**src/hdl/assert_macros.svh**
```systemverilog
// Assertion helpers shared by the RTL.
// Every macro samples on i_clk and is muted while i_rst_n is low.
`ifndef ASSERT_MACROS_SVH
`define ASSERT_MACROS_SVH

// Plain property check.
`define GCBC_ASSERT(label, prop, msg) \
    label: assert property (@(posedge i_clk) disable iff (!i_rst_n) (prop)) \
        else $error(msg);

// Same-cycle implication.
`define GCBC_ASSERT_IMP(label, ante, cons, msg) \
    label: assert property (@(posedge i_clk) disable iff (!i_rst_n) (ante) |-> (cons)) \
        else $error(msg);

// Next-cycle implication.
`define GCBC_ASSERT_NXT(label, ante, cons, msg) \
    label: assert property (@(posedge i_clk) disable iff (!i_rst_n) (ante) |=> (cons)) \
        else $error(msg);

`endif

```
**src/hdl/gcbc_pkg.sv**
```systemverilog
// Package for the gradient colormap core: palette tables, codes, pipeline
// control type and the divide-by-1000 reciprocal helper. No dependencies.
`default_nettype none

package gcbc_pkg;

    localparam int NumStages = 6;
    localparam int NumChan   = 3;

    // floor(x/1000) == (x * Recip1000) >> RecipShift for all x < 2^21
    localparam int          RecipShift = 30;
    localparam logic [20:0] Recip1000  = 21'd1073742;

    typedef logic [7:0] t_byte;

    typedef enum logic [2:0] {
        PAL_AURORA   = 3'd0,
        PAL_OCEANIC  = 3'd1,
        PAL_PHOSPHOR = 3'd2,
        PAL_DARKROOM = 3'd3,
        PAL_EMBER    = 3'd4
    } t_palette;

    typedef enum logic [1:0] {
        REG_PALETTE    = 2'd0,
        REG_BRIGHTNESS = 2'd1,
        REG_CONTRAST   = 2'd2
    } t_reg_idx;

    // rows follow t_palette, columns are red, green, blue
    localparam t_byte PalLow [5][NumChan] = '{
        '{8'd4,  8'd18, 8'd42},
        '{8'd5,  8'd14, 8'd55},
        '{8'd3,  8'd24, 8'd8},
        '{8'd10, 8'd7,  8'd6},
        '{8'd16, 8'd3,  8'd1}
    };

    localparam t_byte PalHigh [5][NumChan] = '{
        '{8'd124, 8'd246, 8'd218},
        '{8'd92,  8'd190, 8'd252},
        '{8'd176, 8'd255, 8'd154},
        '{8'd126, 8'd64,  8'd42},
        '{8'd255, 8'd166, 8'd44}
    };

    typedef struct packed {
        logic [NumStages-1:0] load;   // per-stage register enable
    } t_pipe_ctl;

    // unknown palette codes fall back to ember
    function automatic logic [2:0] pal_row(input logic [2:0] sel);
        logic [2:0] row;
        row = (sel > PAL_EMBER) ? PAL_EMBER : sel;
        return row;
    endfunction

    function automatic logic [11:0] div1000(input logic [20:0] x);
        logic [41:0] prod;
        prod = 42'(x) * 42'(Recip1000);
        return prod[RecipShift +: 12];
    endfunction

endpackage

`default_nettype wire

```
**src/hdl/gcbc_ctrl.sv**
```systemverilog
// Valid/ready control for the colormap pipeline: one valid bit per stage
// and a bubble-collapsing load chain. Uses gcbc_pkg.
`default_nettype none

module gcbc_ctrl (
    input  wire logic              i_clk,
    input  wire logic              i_rst_n,
    input  wire logic              i_s_tvalid,
    output logic                   o_s_tready,
    output logic                   o_m_tvalid,
    input  wire logic              i_m_tready,
    output gcbc_pkg::t_pipe_ctl    o_ctl
);
    import gcbc_pkg::*;

    logic [NumStages-1:0] r_vld;
    logic [NumStages-1:0] n_vld;
    logic [NumStages:0]   w_load;

    // a stage loads when empty or when its content moves on
    always_comb begin
        w_load[NumStages] = i_m_tready;
        for (int k = NumStages - 1; k >= 0; k--) begin
            w_load[k] = !r_vld[k] || w_load[k+1];
        end
    end

    always_comb begin
        for (int k = 0; k < NumStages; k++) begin
            if (w_load[k]) begin
                n_vld[k] = (k == 0) ? i_s_tvalid : r_vld[(k == 0) ? 0 : k - 1];
            end else begin
                n_vld[k] = r_vld[k];
            end
        end
    end

    always_ff @(posedge i_clk) begin
        if (!i_rst_n) begin
            r_vld <= '0;
        end else begin
            r_vld <= n_vld;
        end
    end

    assign o_ctl.load = w_load[NumStages-1:0];
    assign o_s_tready = w_load[0];
    assign o_m_tvalid = r_vld[NumStages-1];

endmodule

`default_nettype wire

```
**config.mk**
```make
export PLATFORM = sky130hd
export DESIGN_NAME = gcbc_ctrl
export DESIGN_NICKNAME = d
export VERILOG_FILES = /design/src/hdl/assert_macros.svh /design/src/hdl/gcbc_pkg.sv /design/src/hdl/gcbc_ctrl.sv
export SDC_FILE = /design/constraint.sdc
export NUM_CORES = 1
export LEC_CHECK = 0
export BUFFER_PORTS_ARGS = -buffer_cell sky130_fd_sc_hd__clkbuf_2
export CORE_AREA = 2 2 39 41
export CTS_CLUSTER_SIZE = 40
export DETAILED_ROUTE_END_ITERATION = 8
export DIE_AREA = 0 0 41 43
export GPL_TIMING_DRIVEN = 1
export SLEW_MARGIN = 20
export SYNTH_ARGS = -nofsm -noshare
export SYNTH_HDL_FRONTEND = slang
export SYNTH_SLANG_ARGS = --single-unit
```
**constraint.sdc**
```tcl
create_clock -name i_clk -period 2.3 [get_ports i_clk]
set_input_delay 0.115 -clock i_clk [delete_from_list [all_inputs] [get_ports i_clk]]
set_output_delay 0.115 -clock i_clk [all_outputs]
set_load 0.03 [all_outputs]
```
==> run summary <==
Yosys warnings: 0
post-synthesis register bit count: 6
Setup CP Type: reg2out
final hold violation count: 0
Initial DRC Count: 4
Max Root-Sink Buffers: 2
Detailed Route WL: 422 um
sequential area share after synthesis: 0.497
cell taking the most area after synthesis: dfxtp_1
Initial Utilization: 0.175
TritonCTS clock tree: done
Clock Latency Late Sink: 0.24 ns
number of diodes: 0
H-Tree Depth: 1
total grt overflow: 0
largest family of logic cells by synthesized area: simple AND/OR/NAND/NOR gates
Pleak: 0.136 nW
largest net degree at the start of global routing: 8
TNS Setup: 0 ns
crit path DAT: 1.30 ns
mux contribution to synthesized area: 0
Most used DFF post-synth: dfxtp_1
pwr/cell area: 639 nW/um2
Final Max Tran Viols: 0
RSZ-0062 raised after global routing: no
Final WS setup: 0.883 ns
Slew Limit Headroom: 0.839
Post-synth EDFFs: 0
routed len/inst: 7.54 um
CTS Sinks: 6
CP max FO: 4
final critical-path share of the clock period: 0.616
GRT Total Usage: 0.0614
Regs by FF count: r_vld (6)
top post-synthesis cells by area: dfxtp_1 (50%), o21a_1 (12%), nand2_1 (6.2%)
area of the mapped netlist: 241 um2
Tot Pwr: 0.212 mW
Synth Area in Simple Gates: 0.228
top-count cell post-synth: dfxtp_1
syn_area_per_cell: 8.94 um2
Clock Skew: 0.00387 ns
vias in the first global route: 179
Via Count: 213
max FFs per register: 6
core area: 1380 um2
layout cell share with drive strength beyond 1: 0.425
Setup-failing EPs final: 0
DIE WIDTH: 41 um
compound-cell area share of the yosys netlist: 0.181
cts hold-fix bufs: 0
Max Fclk: 0.706 GHz
Yosys cell types: 13
Die H: 43 um
Synth Instances: 27
Critical Path Source Type: flop
Detailed Routing Iterations Pass 1: 2
first-pass GRT wire length: 655 um
clk root buf: clkbuf_4
xor/xnor share of the synthesized area: 0
row count: 14
Worst-Margin Slew: 0.241 ns
Max Cap Viol: 0
IO Count: 12
Required @ worst endpoint: 2.18 ns
DIE AREA: 1760 um2
number of buffers created by CTS: 3
initial antenna violation count: 0
Yosys top cell area share: 0.497
NumNets Final: 46
Post-CTS Setup Inserts: 0
Post-CTS Resized: 0
Worst Setup End Kind: output pin
Via density: 3.80
gp weighted congestion: 0.648
Residual DRC: 0
I/O Buffers: 11
ANT nets after route: 0
type of the worst min-delay path: in2reg
Synth Area in Adders: 0
maximum vdd drop: 238 uV
Min Hold Slack: 0.0960 ns
syn_nets: 31
status: completed
Period minus WS final: 1.42 ns
Most flops, register: r_vld
Synth-to-Final Area Change: 37.3%
Commonest cells post-synth: dfxtp_1 (6), nand2_1 (4), o21a_1 (4)
pre-CTS worst setup slack: 1.14 ns
ys async rst share: 0
Worst-path clk slew: 0.04 ns
[layout by cell type, fill, tap and decap left out, types with 2 or more instances in the layout]
cell type / Yosys / layout
inv_1: 3 / 3
clkbuf_2: 0 / 11
dfxtp_1: 6 / 6
nand2_1: 4 / 4
clkbuf_4: 0 / 3
o21a_1: 4 / 4
nor2b_1: 2 / 2
[report_power, final]
part           internal (mW)  switching, mW  leakage (nW)
clock                 0.0589         0.0357        0.0138
sequential             0.107        0.00181        0.0489
combinational        0.00437        0.00394        0.0737
total                  0.170         0.0415         0.136
[per-layer routing]
metal	global-route usage	routed length (um)
met1	0.0649	193
met2	0.0719	170
met3	0.0785	58
met4	0.0200	0
met5	0	0
[logic make-up (layout without fill, tap and decap cells)]
kind of cell | Yosys count | count (layout)
AND/OR/NAND/NOR | 10 | 10
flip-flops | 6 | 6
buffers and inverters | 5 | 18
AO/OA/AOI/OAI | 6 | 6
[critical path, cell delays in order, from the launching register on]
cell      delay (ns)
dfxtp_1         0.36
and4b_1         0.26
inv_1           0.06
nor2_1          0.14
inv_1           0.06
clkbuf_2        0.18
[final timing paths]
kind | from | end | slack [ns] | depth (start not counted)
min reg2reg | r_vld[0]$_SDFFE_PN0P_ | r_vld[1]$_SDFFE_PN0P_ | 0.46 | 2
max reg2reg | r_vld[4]$_SDFFE_PN0P_ | r_vld[0]$_SDFFE_PN0P_ | 1.30 | 4
min | i_s_tvalid | r_vld[0]$_SDFFE_PN0P_ | 0.1 | 2
max | r_vld[4]$_SDFFE_PN0P_ | o_ctl[0] | 0.88 | 5
[per-stage QoR]
stage                     utilization  instance area [um2]  cells
after global routing            0.240                  332     56
after CTS                       0.240                  332     56
after floorplan                     -                  241     27
after global placement          0.223                  309     53
final                           0.240                  332     56
after detailed placement        0.223                  309     53
[layout make-up]
cell class | count | area (um2)
inverter | 4 | 15.0
sequential | 6 | 120
multi-input combinational | 16 | 98.8
fill | 155 | 1050
timing repair buffer | 11 | 55.1
clock buffer | 3 | 22.5
tap | 16 | 20.0
Note: power is estimated with default switching activity, not from simulation.
