File: config.mk
export PLATFORM = sky130hd
export DESIGN_NAME = gcbc_channel
export DESIGN_NICKNAME = d
export VERILOG_FILES = /design/src/hdl/assert_macros.svh /design/src/hdl/gcbc_pkg.sv /design/src/hdl/gcbc_channel.sv
export SDC_FILE = /design/constraint.sdc
export NUM_CORES = 2
export LEC_CHECK = 0
export BUFFER_PORTS_ARGS = -buffer_cell sky130_fd_sc_hd__buf_2
export CAP_MARGIN = 20
export CORE_AREA = 2 2 270 272
export DETAILED_ROUTE_END_ITERATION = 8
export DIE_AREA = 0 0 272 274
export SLEW_MARGIN = 20
export SYNTH_ARGS = -nofsm -noshare
export SYNTH_HDL_FRONTEND = slang
export SYNTH_SLANG_ARGS = --single-unit
File: constraint.sdc
create_clock -name i_clk -period 7.1 [get_ports i_clk]
set_input_delay 0.71 -clock i_clk [delete_from_list [all_inputs] [get_ports i_clk]]
set_output_delay 0.71 -clock i_clk [all_outputs]
set_load 0.01 [all_outputs]
File: src/hdl/assert_macros.svh
// Assertion helpers shared by the RTL.
// Every macro samples on i_clk and is muted while i_rst_n is low.
`ifndef ASSERT_MACROS_SVH
`define ASSERT_MACROS_SVH

// Plain property check.
`define GCBC_ASSERT(label, prop, msg) \
    label: assert property (@(posedge i_clk) disable iff (!i_rst_n) (prop)) \
        else $error(msg);

// Same-cycle implication.
`define GCBC_ASSERT_IMP(label, ante, cons, msg) \
    label: assert property (@(posedge i_clk) disable iff (!i_rst_n) (ante) |-> (cons)) \
        else $error(msg);

// Next-cycle implication.
`define GCBC_ASSERT_NXT(label, ante, cons, msg) \
    label: assert property (@(posedge i_clk) disable iff (!i_rst_n) (ante) |=> (cons)) \
        else $error(msg);

`endif

File: src/hdl/gcbc_pkg.sv
// Package for the gradient colormap core: palette tables, codes, pipeline
// control type and the divide-by-1000 reciprocal helper. No dependencies.
`default_nettype none

package gcbc_pkg;

    localparam int NumStages = 6;
    localparam int NumChan   = 3;

    // floor(x/1000) == (x * Recip1000) >> RecipShift for all x < 2^21
    localparam int          RecipShift = 30;
    localparam logic [20:0] Recip1000  = 21'd1073742;

    typedef logic [7:0] t_byte;

    typedef enum logic [2:0] {
        PAL_AURORA   = 3'd0,
        PAL_OCEANIC  = 3'd1,
        PAL_PHOSPHOR = 3'd2,
        PAL_DARKROOM = 3'd3,
        PAL_EMBER    = 3'd4
    } t_palette;

    typedef enum logic [1:0] {
        REG_PALETTE    = 2'd0,
        REG_BRIGHTNESS = 2'd1,
        REG_CONTRAST   = 2'd2
    } t_reg_idx;

    // rows follow t_palette, columns are red, green, blue
    localparam t_byte PalLow [5][NumChan] = '{
        '{8'd4,  8'd18, 8'd42},
        '{8'd5,  8'd14, 8'd55},
        '{8'd3,  8'd24, 8'd8},
        '{8'd10, 8'd7,  8'd6},
        '{8'd16, 8'd3,  8'd1}
    };

    localparam t_byte PalHigh [5][NumChan] = '{
        '{8'd124, 8'd246, 8'd218},
        '{8'd92,  8'd190, 8'd252},
        '{8'd176, 8'd255, 8'd154},
        '{8'd126, 8'd64,  8'd42},
        '{8'd255, 8'd166, 8'd44}
    };

    typedef struct packed {
        logic [NumStages-1:0] load;   // per-stage register enable
    } t_pipe_ctl;

    // unknown palette codes fall back to ember
    function automatic logic [2:0] pal_row(input logic [2:0] sel);
        logic [2:0] row;
        row = (sel > PAL_EMBER) ? PAL_EMBER : sel;
        return row;
    endfunction

    function automatic logic [11:0] div1000(input logic [20:0] x);
        logic [41:0] prod;
        prod = 42'(x) * 42'(Recip1000);
        return prod[RecipShift +: 12];
    endfunction

endpackage

`default_nettype wire

File: src/hdl/gcbc_channel.sv
// One color channel datapath: interpolate, brightness, contrast, clamp,
// six register stages. Uses gcbc_pkg (div1000, t_pipe_ctl).
`default_nettype none

module gcbc_channel (
    input  wire logic                i_clk,
    input  wire gcbc_pkg::t_pipe_ctl i_ctl,
    input  wire logic [7:0]          i_lo,
    input  wire logic [7:0]          i_span,
    input  wire logic [9:0]          i_field,
    input  wire logic [10:0]         i_bright_gain,
    input  wire logic [10:0]         i_contrast_gain,
    output logic [7:0]               o_byte
);
    import gcbc_pkg::*;

    logic [17:0] r_prod1;
    logic [7:0]  r_lo;
    logic [8:0]  r_v1;
    logic [19:0] r_prod2;
    logic [9:0]  r_v2;
    logic [20:0] r_mag;
    logic        r_neg;
    logic [7:0]  r_out;

    logic [11:0] w_q1;
    logic [11:0] w_q2;
    logic [11:0] w_q3;
    logic [7:0]  n_out;

    assign w_q1 = div1000(21'(r_prod1));
    assign w_q2 = div1000(21'(r_prod2));
    assign w_q3 = div1000(r_mag);

    // contrast divide truncates toward zero, so work on the magnitude
    always_comb begin
        if (r_neg) begin
            n_out = (w_q3 >= 12'd128) ? 8'd0 : 8'(12'd128 - w_q3);
        end else begin
            n_out = (w_q3 >= 12'd128) ? 8'd255 : 8'(12'd128 + w_q3);
        end
    end

    always_ff @(posedge i_clk) begin
        if (i_ctl.load[0]) begin
            r_prod1 <= 18'(i_span) * 18'(i_field);
            r_lo    <= i_lo;
        end
        if (i_ctl.load[1]) begin
            r_v1 <= 9'(r_lo) + w_q1[8:0];
        end
        if (i_ctl.load[2]) begin
            r_prod2 <= 20'(r_v1) * 20'(i_bright_gain);
        end
        if (i_ctl.load[3]) begin
            r_v2 <= w_q2[9:0];
        end
        if (i_ctl.load[4]) begin
            if (r_v2 >= 10'd128) begin
                r_mag <= 21'(r_v2 - 10'd128) * 21'(i_contrast_gain);
                r_neg <= 1'b0;
            end else begin
                r_mag <= 21'(10'd128 - r_v2) * 21'(i_contrast_gain);
                r_neg <= 1'b1;
            end
        end
        if (i_ctl.load[5]) begin
            r_out <= n_out;
        end
    end

    assign o_byte = r_out;

endmodule

`default_nettype wire

==> run summary <==
Clk_lat worst skew - 0.39 ns
Via count - 21323
First-pass GRT wire length - 115 mm
Mapped cell area - 32000 um^2
DR DRC count - 0
Setup TNS - 0 ns
IO Port Bufs - 62
GPL Wtd Cong - 0.859
Post-Route WL - 66.4 mm
Die Width - 272 um
R2r setup slk - 0.35 ns
Distinct cells, synth - 69
Initial core utilization - 44.5%
Post-route ant nets - 0
Crit path top cell by count - fa_1
DP Wirelength - 57.3 mm
Max-Cap Viols - 0
Worst min-delay path startpoint - i_lo[0]
Req. time, crit path - 7.30 ns
DR pass1 iterations - 6
Clock Path Buffers - 2
Global-route usage over all layers - 19.2%
Post-synthesis simple-gate area fraction - 11.0%
Share of cells above drive strength 1 - 4.19%
Final Hold Viols - 0
Crit share post-route - 95.1%
CP cell instances - ha_1, ha_1, inv_1, fa_1, fa_1, inv_1, fa_1, inv_1, fa_1, fa_1, inv_1, ha_1, nand4_2, nor4_2, o21ai_1, a21o_1, o211a_1, or3_1, a31o_1, and2_4, nor3_1
Post-synthesis compound-gate area fraction - 5.08%
Run status - finished, final reports clean
Reg2reg end - o_byte[2]$_DFFE_PP_
Async set-reset flop share out of synthesis - 0%
Syn_area_per_cell - 9.49 um^2
Ys flop type - edfxtp_1
Worst Skew - 0.0153 ns
Drt via density - 4.88
CP Launch Type - flop
R2R depth - 21
Slowest cell on the critical path - edfxtp_1
Vias in the first global route - 23179
WHS Path Cells - 1
Num CTS Buffers - 9
Post-CTS Setup Bufs - 0
Top cells by area, synth - fa_1 (33%), ha_1 (28%), inv_1 (11%)
Largest stage delay on the critical path - 0.57 ns
Mux share of post-synthesis cell area - 0.191%
Die height - 274 um
# fillers - 6945
Post-Syn Instances - 3374
Rows - 99
Post-synthesis net count - 4665
Max_slew headroom - 46.8%
# diodes - 0
IO Pins - 63
Deepest level of the CTS H-tree - 3
Hold EP - r_lo[0]$_DFFE_PP_
Core box area - 72000 um^2
Slew Limit Fails - 0
Initial DRC Count - 709
Clock transition at path regs - 0.08 ns
Final setup fails - 0
Nets - 4698
Reg-to-Reg Start - r_mag[7]$_DFFE_PP_
Sequential element share of the synthesized area - 8.91%
Sink Count - 95
Number of flops mapped to enable cells by yosys - 95
Arr. time, crit path - 6.95 ns
Global route overflow - 0
TritonCTS clock tree - yes
Area leader, netlist - fa_1
Yosys reg bits - 95
Initial antenna violation count - 0
Die ar. - 74500 um^2
Min cycle time layout - 6.75 ns
Xor/xnor cell area share of the yosys netlist - 2.57%
Worst setup EP type - flop
YS warnings - 0
Post-Synth Adder-Cell Area - 60.6%
Largest family of logic cells by synthesized area - adder cells
Largest net degree at the start of global routing - 28
Max Clock Freq - 148 MHz
Worst hold-check path type - in -> reg
Detailed-route wire length per cell - 15.2 um
Crit path kind - reg -> reg
Crit path max fanout - 13
Cts-stage hold buffer count - 0
CTS Root Cell - clkbuf_16
Worst-margin pin slew - 0.795 ns
Post-synth top area share - 32.9%
RSZ-0062 raised after global routing - no
Syn-to-layout area delta - 5.66%
## final cells by class
type                       count  area, um^2  area share (%)
multi-input combinational   2288       25500            75.3
inverter                     919        3450            10.2
sequential                    95        2850            8.43
tap                          959        1200            3.55
timing repair buffer          94         551            1.63
clock buffer                  10         229           0.677
clock inverter                 6        66.3           0.196
## Yosys cell counts, types with 3 or more instances
cell and instances:
clkbuf_1 68, o21bai_1 8, nor2_1 81, and3_1 11
nand3b_1 4, a31o_2 3, xor2_1 28, mux2i_1 5
o21ai_1 4, or4_1 4, fa_1 526, a211oi_1 12
and2_1 171, o21ai_0 47, edfxtp_1 95, o31a_1 5
ha_1 710, nand2b_1 40, o21a_1 12, inv_1 919
a31oi_1 6, a211o_1 4, o2111ai_1 3, or2_2 13
a21oi_1 75, xnor2_1 66, nor4_1 7, nand2_1 249
o211ai_1 8, buf_1 3, nor3b_1 4, nor2b_1 33
nand4_1 5, a21boi_0 6, or3_1 8, o22ai_1 3
o31ai_1 4, a21o_1 25, nor3_1 33, nand3_1 31
## registers in the layout, summed over array words and instances (netlist names)
| signal | flops |
|---|---|
| r_v2 | 10 |
| r_prod1 | 18 |
| r_v1 | 9 |
| r_lo | 8 |
| o_byte | 8 |
| r_prod2 | 20 |
| r_mag | 21 |
| r_neg | 1 |
## kinds of logic after synthesis
family                     count (synthesis)
DFF                                       95
and+or+nand+nor                          701
buffers and inverters                    991
muxes                                      6
adders and majority gates               1236
AOI/OAI and AO/OA                        251
xor gates and xnor gates                  94
## worst max-delay path by stage
stage	from	to	slack (ns)
finish	r_mag[7]$_DFFE_PP_	o_byte[2]$_DFFE_PP_	0.35
global route	r_v2[1]$_DFFE_PP_	r_mag[20]$_DFFE_PP_	0.01
floorplan	r_prod1[15]$_DFFE_PP_	r_v1[8]$_DFFE_PP_	0.62
detailed placement	r_prod1[15]$_DFFE_PP_	r_v1[8]$_DFFE_PP_	0.13
global placement	r_prod1[11]$_DFFE_PP_	r_v1[8]$_DFFE_PP_	0.23
CTS	r_prod1[15]$_DFFE_PP_	r_v1[8]$_DFFE_PP_	0.1
## layout by cell type (no fill, tap or decap), types with 6 or more instances in the layout
master / Yosys / final
a21boi_0: 6 / 6
a21o_1: 25 / 25
and3_1: 11 / 11
xor2_1: 28 / 28
a21oi_1: 75 / 74
and2_1: 171 / 171
or3_1: 8 / 8
o21bai_1: 8 / 7
edfxtp_1: 95 / 95
nor2b_1: 33 / 33
nor4_1: 7 / 7
ha_1: 710 / 710
nand2_1: 249 / 249
fa_1: 526 / 525
nand3_1: 31 / 31
o21a_1: 12 / 12
a31oi_1: 6 / 6
or2_2: 13 / 13
nor3_1: 33 / 33
nor2_1: 81 / 79
o21ai_0: 47 / 44
nand2b_1: 40 / 40
o211ai_1: 8 / 8
inv_1: 919 / 919
a211oi_1: 12 / 12
xnor2_1: 66 / 64
clkbuf_16: 0 / 9
buf_4: 0 / 32
buf_2: 0 / 62
## critical path, delay by kind of cell, from the launching register on
kind,cells,cell delay (ns)
adder cells (fa/ha/maj),8,3.38
AND/OR/NAND/NOR,5,1.22
AO/OA/AOI/OAI,4,1.08
flip-flops,1,0.57
buffers and inverters,4,0.31
## timing repair
action | in CTS | in global routing
resized for setup | 0 | 12
setup endpoints to repair | 0 | 7
endpoints found under the hold margin | 0 | 0
## metal layers
metal	vias up	part of all wire, %	GRT usage, %
met5	-	0	0
met4	0	1.7	3.90
met3	52	2.2	1.72
met2	240	51	35.7
met1	10487	45	24.1
li1	10544	-	-
## per-stage QoR
step                      util, %  worst slack (ns)  hold WS, ns  area [um^2]  std cells
final                        47.0             0.347        0.489        33800       4371
after detailed placement     46.6             0.127        0.577        33500       4355
after floorplan                 -             0.620        0.526        32000       3374
after global placement       46.6             0.230        0.574        33500       4355
after CTS                    47.0            0.0966        0.460        33800       4371
after global routing         47.0            0.0101        0.467        33800       4371
Power is left out: the tool's default activity adds up to more than one toggle a clock period on the data nets, which glitch-free logic cannot reach.
